## config.mk

```make
export PLATFORM = sky130hd
export DESIGN_NAME = ob_ctrl
export DESIGN_NICKNAME = d
export VERILOG_FILES = /design/src/hdl/ob_pkg.sv /design/src/hdl/ob_ctrl.sv
export SDC_FILE = /design/constraint.sdc
export NUM_CORES = 1
export LEC_CHECK = 0
export BUFFER_PORTS_ARGS = -buffer_cell sky130_fd_sc_hd__buf_2
export CORE_AREA = 10 10 47 49
export DETAILED_ROUTE_END_ITERATION = 12
export DIE_AREA = 0 0 57 59
export PLACE_DENSITY = 0.33
export SKIP_LAST_GASP = 1
export SLEW_MARGIN = 20
export SYNTH_ARGS = -nofsm -noshare
export SYNTH_HDL_FRONTEND = slang
export SYNTH_SLANG_ARGS = --single-unit
```

## constraint.sdc

```tcl
create_clock -name aclk -period 1.76 [get_ports aclk]
set_input_delay 0.352 -clock aclk [delete_from_list [all_inputs] [get_ports aclk]]
set_output_delay 0.352 -clock aclk [all_outputs]
set_load 0.01 [all_outputs]
```

## src/hdl/ob_pkg.sv

```systemverilog
// shared types and constants for the order book
`default_nettype none
package ob_pkg;
    localparam logic [1:0] ST_OK      = 2'd0;
    localparam logic [1:0] ST_FULL    = 2'd1;
    localparam logic [1:0] ST_UNKNOWN = 2'd2;
    localparam logic OP_ADD    = 1'b0;
    localparam logic OP_CANCEL = 1'b1;

    typedef struct packed {
        logic start;   // clear scan state, begin sweep
        logic step;    // process one slot
        logic commit;  // apply write or free, capture result
    } ob_cmd_t;

    typedef struct packed {
        logic last;    // sweep reached final slot
    } ob_stat_t;
endpackage
`default_nettype wire

```

## src/hdl/ob_ctrl.sv

```systemverilog
// controller: sequences the slot sweep and the output handshake
`default_nettype none
module ob_ctrl
    import ob_pkg::*;
(
    input  wire logic aclk,
    input  wire logic aresetn,
    input  wire logic s_valid,
    output logic      s_ready,
    output logic      m_valid,
    input  wire logic m_ready,
    output ob_cmd_t   cmd,
    input  ob_stat_t  stat
);
    typedef enum logic [1:0] {S_IDLE, S_SCAN, S_COMMIT, S_OUT} state_t;
    state_t state_reg;
    logic   m_valid_reg;

    assign s_ready    = (state_reg == S_IDLE);
    assign m_valid    = m_valid_reg;
    assign cmd.start  = s_valid && s_ready;
    assign cmd.step   = (state_reg == S_SCAN);
    assign cmd.commit = (state_reg == S_COMMIT);

    always_ff @(posedge aclk) begin
        if (!aresetn) begin
            state_reg   <= S_IDLE;
            m_valid_reg <= 1'b0;
        end else begin
            if (m_valid_reg && m_ready) m_valid_reg <= 1'b0;
            unique case (state_reg)
                S_IDLE:   if (s_valid) state_reg <= S_SCAN;
                S_SCAN:   if (stat.last) state_reg <= S_COMMIT;
                S_COMMIT: begin
                    m_valid_reg <= 1'b1;
                    state_reg   <= S_OUT;
                end
                S_OUT:    if (m_ready) state_reg <= S_IDLE;
                default:  state_reg <= S_IDLE;
            endcase
        end
    end
endmodule
`default_nettype wire

```

Yosys cells after proc, flatten, opt, wreduce, memory -nomap -nowiden. Index checks and enable logic that the tools add are counted. Widths: inputs -> output; s select.

Memories: 0. Memory bits (writable): 0. Bits in registers: 3. Word-level logic and storage cells: 19. Output and inout bits: 5. Bits in latches: 0. Input bits: 5. ROM bits: 0.

Equality and inequality tests: 6. Shifts and indexed selects: 0. Reductions and logical operators: 5. Divide/modulo/power cells: 0. Multiply operators: 0. Multiplexer cells: 6. Bitwise logic cells: 0. Magnitude comparators: 0. Add/subtract/negate cells: 0.

Operators by type and width (number): $pmux 2 s4 (1); $mux 2 (3); $eq 2x2->1 const B (2); $ne 2x2->1 const B (2); $reduce_and 3->1 (1); $eq 2x1->1 const B (1); $logic_and 1x1->1 (2); $logic_not 2->1 (1); $mux 1 (2); $ne 2x1->1 const B (1); $reduce_bool 2->1 (1).

Longest topological paths before layout. Gate-level depths: netlist (run 1).

Depth in word-level cells: 3. Depth in mapped cells: 4. Gate-level depth less buffers: 4.

Least setup slack after synthesis (run 1). Ideal clock, no wire load.

Kind: register -> register. From: reg state_reg[1]. To: reg state_reg[0]. Arrival time: 1.318 ns. Cell stages (with the launch flop): 5. Setup slack: 0.370 ns. Data required time: 1.688 ns. Buffers on the path: 0. Library setup time: 0.072 ns. Period minus slack after synthesis: 1.390 ns. Cells stage by stage: dfxtp_1 inv_1 ha_1 a222oi_1 mux2i_1.

RTL lines: start: declaration (line ob_ctrl.sv:16) `state_t state_reg;`; start signal: assignment (line ob_ctrl.sv:27) `state_reg <= S_IDLE;`; start signal: assignment (line ob_ctrl.sv:32) `S_IDLE: if (s_valid) state_reg <= S_SCAN;`; start signal: assignment (line ob_ctrl.sv:33) `S_SCAN: if (stat.last) state_reg <= S_COMMIT;`.

==> metrics.csv, run 1 <==
metric,value,unit
drt pass-1 iters,4,
clock buffer depth,2,
DP Worst Slack,0.297,ns
grt total ovfl,0,
RSZ-0062 raised after global routing,no,
Clock Skews,0.00361,ns
DR WL/cell,9.33,um
fin. max-slew vios,0,
outcome,"finished, final reports clean",
hold crit path type,input port to flop,
syn_nets,31,
synthesized instance count,22,
Initial Util,13.8,%
CP Cell Sequence,inv_1 > ha_1 > and2_1 > buf_2,
post-route ant nets,0,
antenna cell count,0,
share of the synthesized area in the top cell type,31.2,%
final WL,476,um
site row count,14,
CP Max Fanout,4,
mapped cell area,193,sq um
Synth area leader,dfxtp_1,
Hold Fails Final Rpt,0,
Synth Warn #,0,
DRC errors left,0,
# hold bufs at CTS,0,
number of max-cap violations,0,
Worst EP required,1.41,ns
Die Wd,57,um
CP Class,flop to output pin,
IO buf count,9,
Nets,45,
Initial DRC Count,4,
cell family with most CP delay,flip-flops,
worst rel slew slack,67.7,%
Core ar.,0.00140,sq mm
HPWL after DPL,415,um
Setup crit end kind,output pin,
Cell variety after synth,10,
Critical-path top delay cell,dfxtp_1,
first-pass GRT wire length,786,um
Largest register FFs,2,
htree depth,1,
CTS tree,done,
"CTS clk-pin slew, worst paths",0.04,ns
Worst setup SP type,flop,
io pins,10,
CP peak stage delay,0.37,ns
fin worst setup slack,0.210,ns
Slew @ Worst Pin,0.485,ns
period utilization,88.1,%
Finish-stage setup viols,0,
via-per-instance ratio,3.61,
initial antenna violation count,0,
CTS root buffer,clkbuf_4,
maximum vdd ir drop,367,uV
Synth Register Bits,3,
share of layout cells above drive strength 1,34.3,%
CTS buffer count,3,
GRT Util Overall,3.24,%
Chip Height,59,um
pin count of the biggest net entering global routing,6,
post-cts sizing count,0,
leakage,0.157,nW
area grow syn2layout,47.4,%
Num Clock Sinks,3,
syn avg cell area,8.76,sq um
register area share after synthesis,31.2,%
Final Wtd Congestion,0.739,
Max Fclk,645,MHz
vias,184,
worst skew pair latency,0.23,ns
PwrDens,1610,mW/mm^2
Worst Path Arrival,1.20,ns
Tmin final,1.55,ns
Area after DPL,258,sq um
Area contributors post-synth,"dfxtp_1 31%, ha_1 26%, mux2i_1 10%",
number of global-route vias before repair,185,
Post-CTS Setup Repair Bufs,0,
finished layout cell area,284,sq um
Setup TNS,0,ns
"Buf+Inv Stages, Crit Path",2,
die area,0.00336,sq mm
## worst paths after layout
path	end	cells past startpoint	startpoint	slack, ns
hold / removal	m_valid$_SDFFE_PN0P_	2	aresetn	0.40
setup reg to reg	state_reg[1]$_SDFFE_PN0P_	4	state_reg[1]$_SDFFE_PN0P_	0.30
hold reg to reg	state_reg[0]$_SDFFE_PN0P_	2	state_reg[0]$_SDFFE_PN0P_	0.50
setup / recovery	cmd[2]	4	state_reg[0]$_SDFFE_PN0P_	0.21
## logic make-up (layout without fill, tap and decap cells)
logic type,after synthesis,after routing,synth area share (%)
and+or+nand+nor,5,5,12.3
AOI/OAI and AO/OA,3,3,10.4
buffers and inverters,5,18,9.74
DFF,3,3,31.2
adders and majority gates,4,4,26.0
muxes,2,2,10.4
## cell usage after synthesis (all sizes together)
cell type,count
a21oi,1
a222oi,1
and2,1
dfxtp,3
ha,4
inv,5
mux2i,2
nand2,3
nor2b,1
o21ai,1
## layout make-up
cell class | instances | area, sq um
clock buffers | 4 | 26.3
fillers | 163 | 1120
inverters | 5 | 18.8
multi-input cells | 14 | 114
flip-flops and latches | 3 | 60.1
well taps | 16 | 20.0
repair buffers | 9 | 45.0
## cell usage in the layout (no fill, tap or decap)
cell,n
a21oi_1,1
clkbuf_1,1
nor2b_1,1
mux2i_1,2
and2_1,1
nand2_1,3
clkbuf_4,3
inv_1,5
o21ai_0,1
dfxtp_1,3
buf_2,9
ha_1,4
a222oi_1,1
## power breakdown
part / switching (mW) / internal (mW)
clock network: 0.0330 / 0.0848
logic: 0.119 / 0.101
registers: 0.0243 / 0.0954
total: 0.177 / 0.281
## through the flow
step                      cells  hold WS [ns]  util [%]  power [mW]
after floorplan              22         0.468         -       0.266
after global placement       47         0.492      18.4       0.350
after detailed placement     47         0.499      18.4       0.348
after CTS                    51         0.394      20.3       0.471
after global routing         51         0.425      20.3       0.510
final                        51         0.398      20.3       0.458
## routing by layer
metal  GRT usage, %  vias to the layer above  wire length, um
li1               -                       95                -
met1           3.57                       82              223
met2           3.26                        7              193
met3           3.22                        0               59
met4           3.02                        0                0
met5              0                        -                0
## worst register-to-register path, delay by kind of cell, from the launching register on
family,cells,cell delay (ns)
adders and majority gates,1,0.19
muxes,1,0.24
DFF,1,0.37
AOI/OAI and AO/OA,1,0.50
buffers and inverters,1,0.08
Power figures use the tool's default switching activity.
==> run 2: changes to the inputs <==
ABC_AREA = 1   (was not set)
PLACE_DENSITY = 0.35   (was 0.33)
==> metrics.csv, run 2 <==
metric,value,unit,change
Nets,53,,+18%
Slew @ Worst Pin,0.119,ns,-0.366 ns
Setup crit end kind,output pin,,
final WL,544,um,+14%
"Top FF cell, synth",dfxtp_1,,
CP Cell Sequence,inv_1 > ha_1 > nand2_1 > inv_1 > buf_2,,
Initial Util,14.7,%,+0.98 points
fin. max-slew vios,0,,unchanged
Worst EP required,1.41,ns,about the same
number of global-route vias before repair,208,,+12%
RSZ-0062 raised after global routing,no,,
io pins,10,,unchanged
Hold Fails Final Rpt,0,,unchanged
cell family with most CP delay,flip-flops,,
CTS root buffer,clkbuf_4,,
site row count,14,,unchanged
Num Clock Sinks,3,,unchanged
Post-synth EDFFs,0,,unchanged
leakage,0.184,nW,+18%
# hold bufs at CTS,0,,unchanged
Worst Path Arrival,1.12,ns,-0.08 ns
ys async rst share,0,%,unchanged
outcome,"finished, final reports clean",,
period utilization,83.7,%,-4.4 points
Area contributors post-synth,"dfxtp_1 29%, ha_1 24%, nand2_1 15%",,
Synth area leader,dfxtp_1,,
most frequent cell after synthesis,nand2_1,,
area grow syn2layout,44.2,%,
Worst setup SP type,flop,,
number of fill cells,184,,+13%
Synth Register Bits,3,,unchanged
"commonest non-fill, non-tap cells in the layout","9 x buf_2, 8 x nand2_1, 7 x inv_1",,
Post-CTS Setup Repair Bufs,0,,unchanged
Final Wtd Congestion,0.647,,-12%
IO buf count,9,,unchanged
htree depth,1,,unchanged
Critical-path top delay cell,dfxtp_1,,
Core ar.,0.00140,sq mm,unchanged
initial antenna violation count,0,,unchanged
commonest cells in the netlist,"8 x nand2_1, 7 x inv_1, 5 x nor2_1",,
CP Max Fanout,4,,unchanged
"Buf+Inv Stages, Crit Path",3,,+1
CP most frequent cell,inv_1,,
GRT Util Overall,3.63,%,+0.38 points
Setup TNS,0,ns,unchanged
CP peak stage delay,0.35,ns,-0.02 ns
Synth Warn #,0,,unchanged
Die Wd,57,um,unchanged
synthesized instance count,30,,+36%
HPWL after DPL,470,um,+13%
drt pass-1 iters,3,,-1
Largest register FFs,2,,unchanged
CTS buffer count,3,,unchanged
via-per-instance ratio,3.47,,-3.7%
DR WL/cell,9.22,um,-1.2%
placed insts,55,,+17%
vias,205,,+11%
post-cts sizing count,0,,unchanged
number of max-cap violations,0,,unchanged
clock buffer depth,2,,unchanged
worst skew pair latency,0.23,ns,about the same
Post-Layout Cell Count,59,,+16%
CTS tree,done,,
syn avg cell area,6.88,sq um,-21%
first-pass GRT wire length,897,um,+14%
share of layout cells above drive strength 1,30.2,%,-4.1 points
pin count of the biggest net entering global routing,5,,-1
grt total ovfl,0,,unchanged
register area share after synthesis,29.1,%,-2.1 points
"CTS clk-pin slew, worst paths",0.04,ns,about the same
antenna cell count,0,,unchanged
syn_nets,39,,+26%
fin worst setup slack,0.287,ns,+0.0766 ns
hold crit path type,input port to flop,,
CP Class,flop to output pin,,
share of the synthesized area in the top cell type,29.1,%,-2.1 points
Max Fclk,679,MHz,+5.2%
mapped cell area,206,sq um,+7.1%
Finish-stage setup viols,0,,unchanged
worst rel slew slack,92.1,%,+24 points
Tmin final,1.47,ns,-0.0766 ns
post-route ant nets,0,,unchanged
Initial DRC Count,5,,+1
"leading cell type in the layout, fill and taps excluded",buf_2,,
DP Worst Slack,0.527,ns,+0.231 ns
Cell variety after synth,8,,-2
DRC errors left,0,,unchanged
maximum vdd ir drop,574,uV,+56%
Chip Height,59,um,unchanged
PwrDens,1670,mW/mm^2,+3.9%
die area,0.00336,sq mm,unchanged
"Core Util, Final",21.3,%,+0.98 points
Clock Skews,0.000183,ns,-0.00343 ns
## run 2: layer usage
| layer | track usage (%) | share of wire [%] |
|---|---|---|
| met4 | 3.02 | 0 |
| met1 | 3.08 | 38 |
| met3 | 3.86 | 17 |
| met2 | 4.81 | 45 |
| met5 | 0 | 0 |
## run 2: kinds of logic after synthesis
family / after synthesis / synth area share [%]
AO/OA/AOI/OAI: 1 / 2.42
AND/OR/NAND/NOR: 15 / 31.5
buffers and inverters: 7 / 12.7
flip-flops: 3 / 29.1
adder cells (fa/ha/maj): 4 / 24.2
## run 2: worst paths after layout
| kind | to | startpoint | slack (ns) | cells after the start |
|---|---|---|---|---|
| setup / recovery | cmd[2] | state_reg[0]$_SDFFE_PN0P_ | 0.29 | 5 |
| hold / removal | m_valid$_SDFFE_PN0P_ | aresetn | 0.36 | 3 |
| setup reg to reg | state_reg[0]$_SDFFE_PN0P_ | state_reg[0]$_SDFFE_PN0P_ | 0.60 | 5 |
| hold reg to reg | m_valid$_SDFFE_PN0P_ | m_valid$_SDFFE_PN0P_ | 0.49 | 2 |
## run 2: layout make-up
class | instances | area (sq um) | share of cell area, %
tap | 16 | 20.0 | 6.72
multi-input combinational | 20 | 120 | 40.3
inverter | 7 | 26.3 | 8.82
timing repair buffer | 9 | 45.0 | 15.1
clock buffer | 4 | 26.3 | 8.82
sequential | 3 | 60.1 | 20.2
## run 2: where the power goes
| part | leakage, nW | internal (mW) | switching, mW |
|---|---|---|---|
| Sequential | 0.0248 | 0.0961 | 0.0189 |
| Clock | 0.0150 | 0.0849 | 0.0347 |
| Combinational | 0.144 | 0.108 | 0.156 |
## run 2: worst register-to-register path, stage by stage, from the launching register on
cell     delay, ns
dfxtp_1       0.35
inv_1         0.09
ha_1          0.23
or2_0         0.22
nor2_1        0.12
nor2_1        0.06
## run 2: through the flow
| stage | area, sq um | power (mW) | hold slack [ns] |
|---|---|---|---|
| after floorplan | 206 | 0.297 | 0.464 |
| after global placement | 272 | 0.394 | 0.480 |
| after detailed placement | 272 | 0.389 | 0.483 |
| after CTS | 298 | 0.513 | 0.362 |
| after global routing | 298 | 0.562 | 0.364 |
| final | 298 | 0.499 | 0.363 |
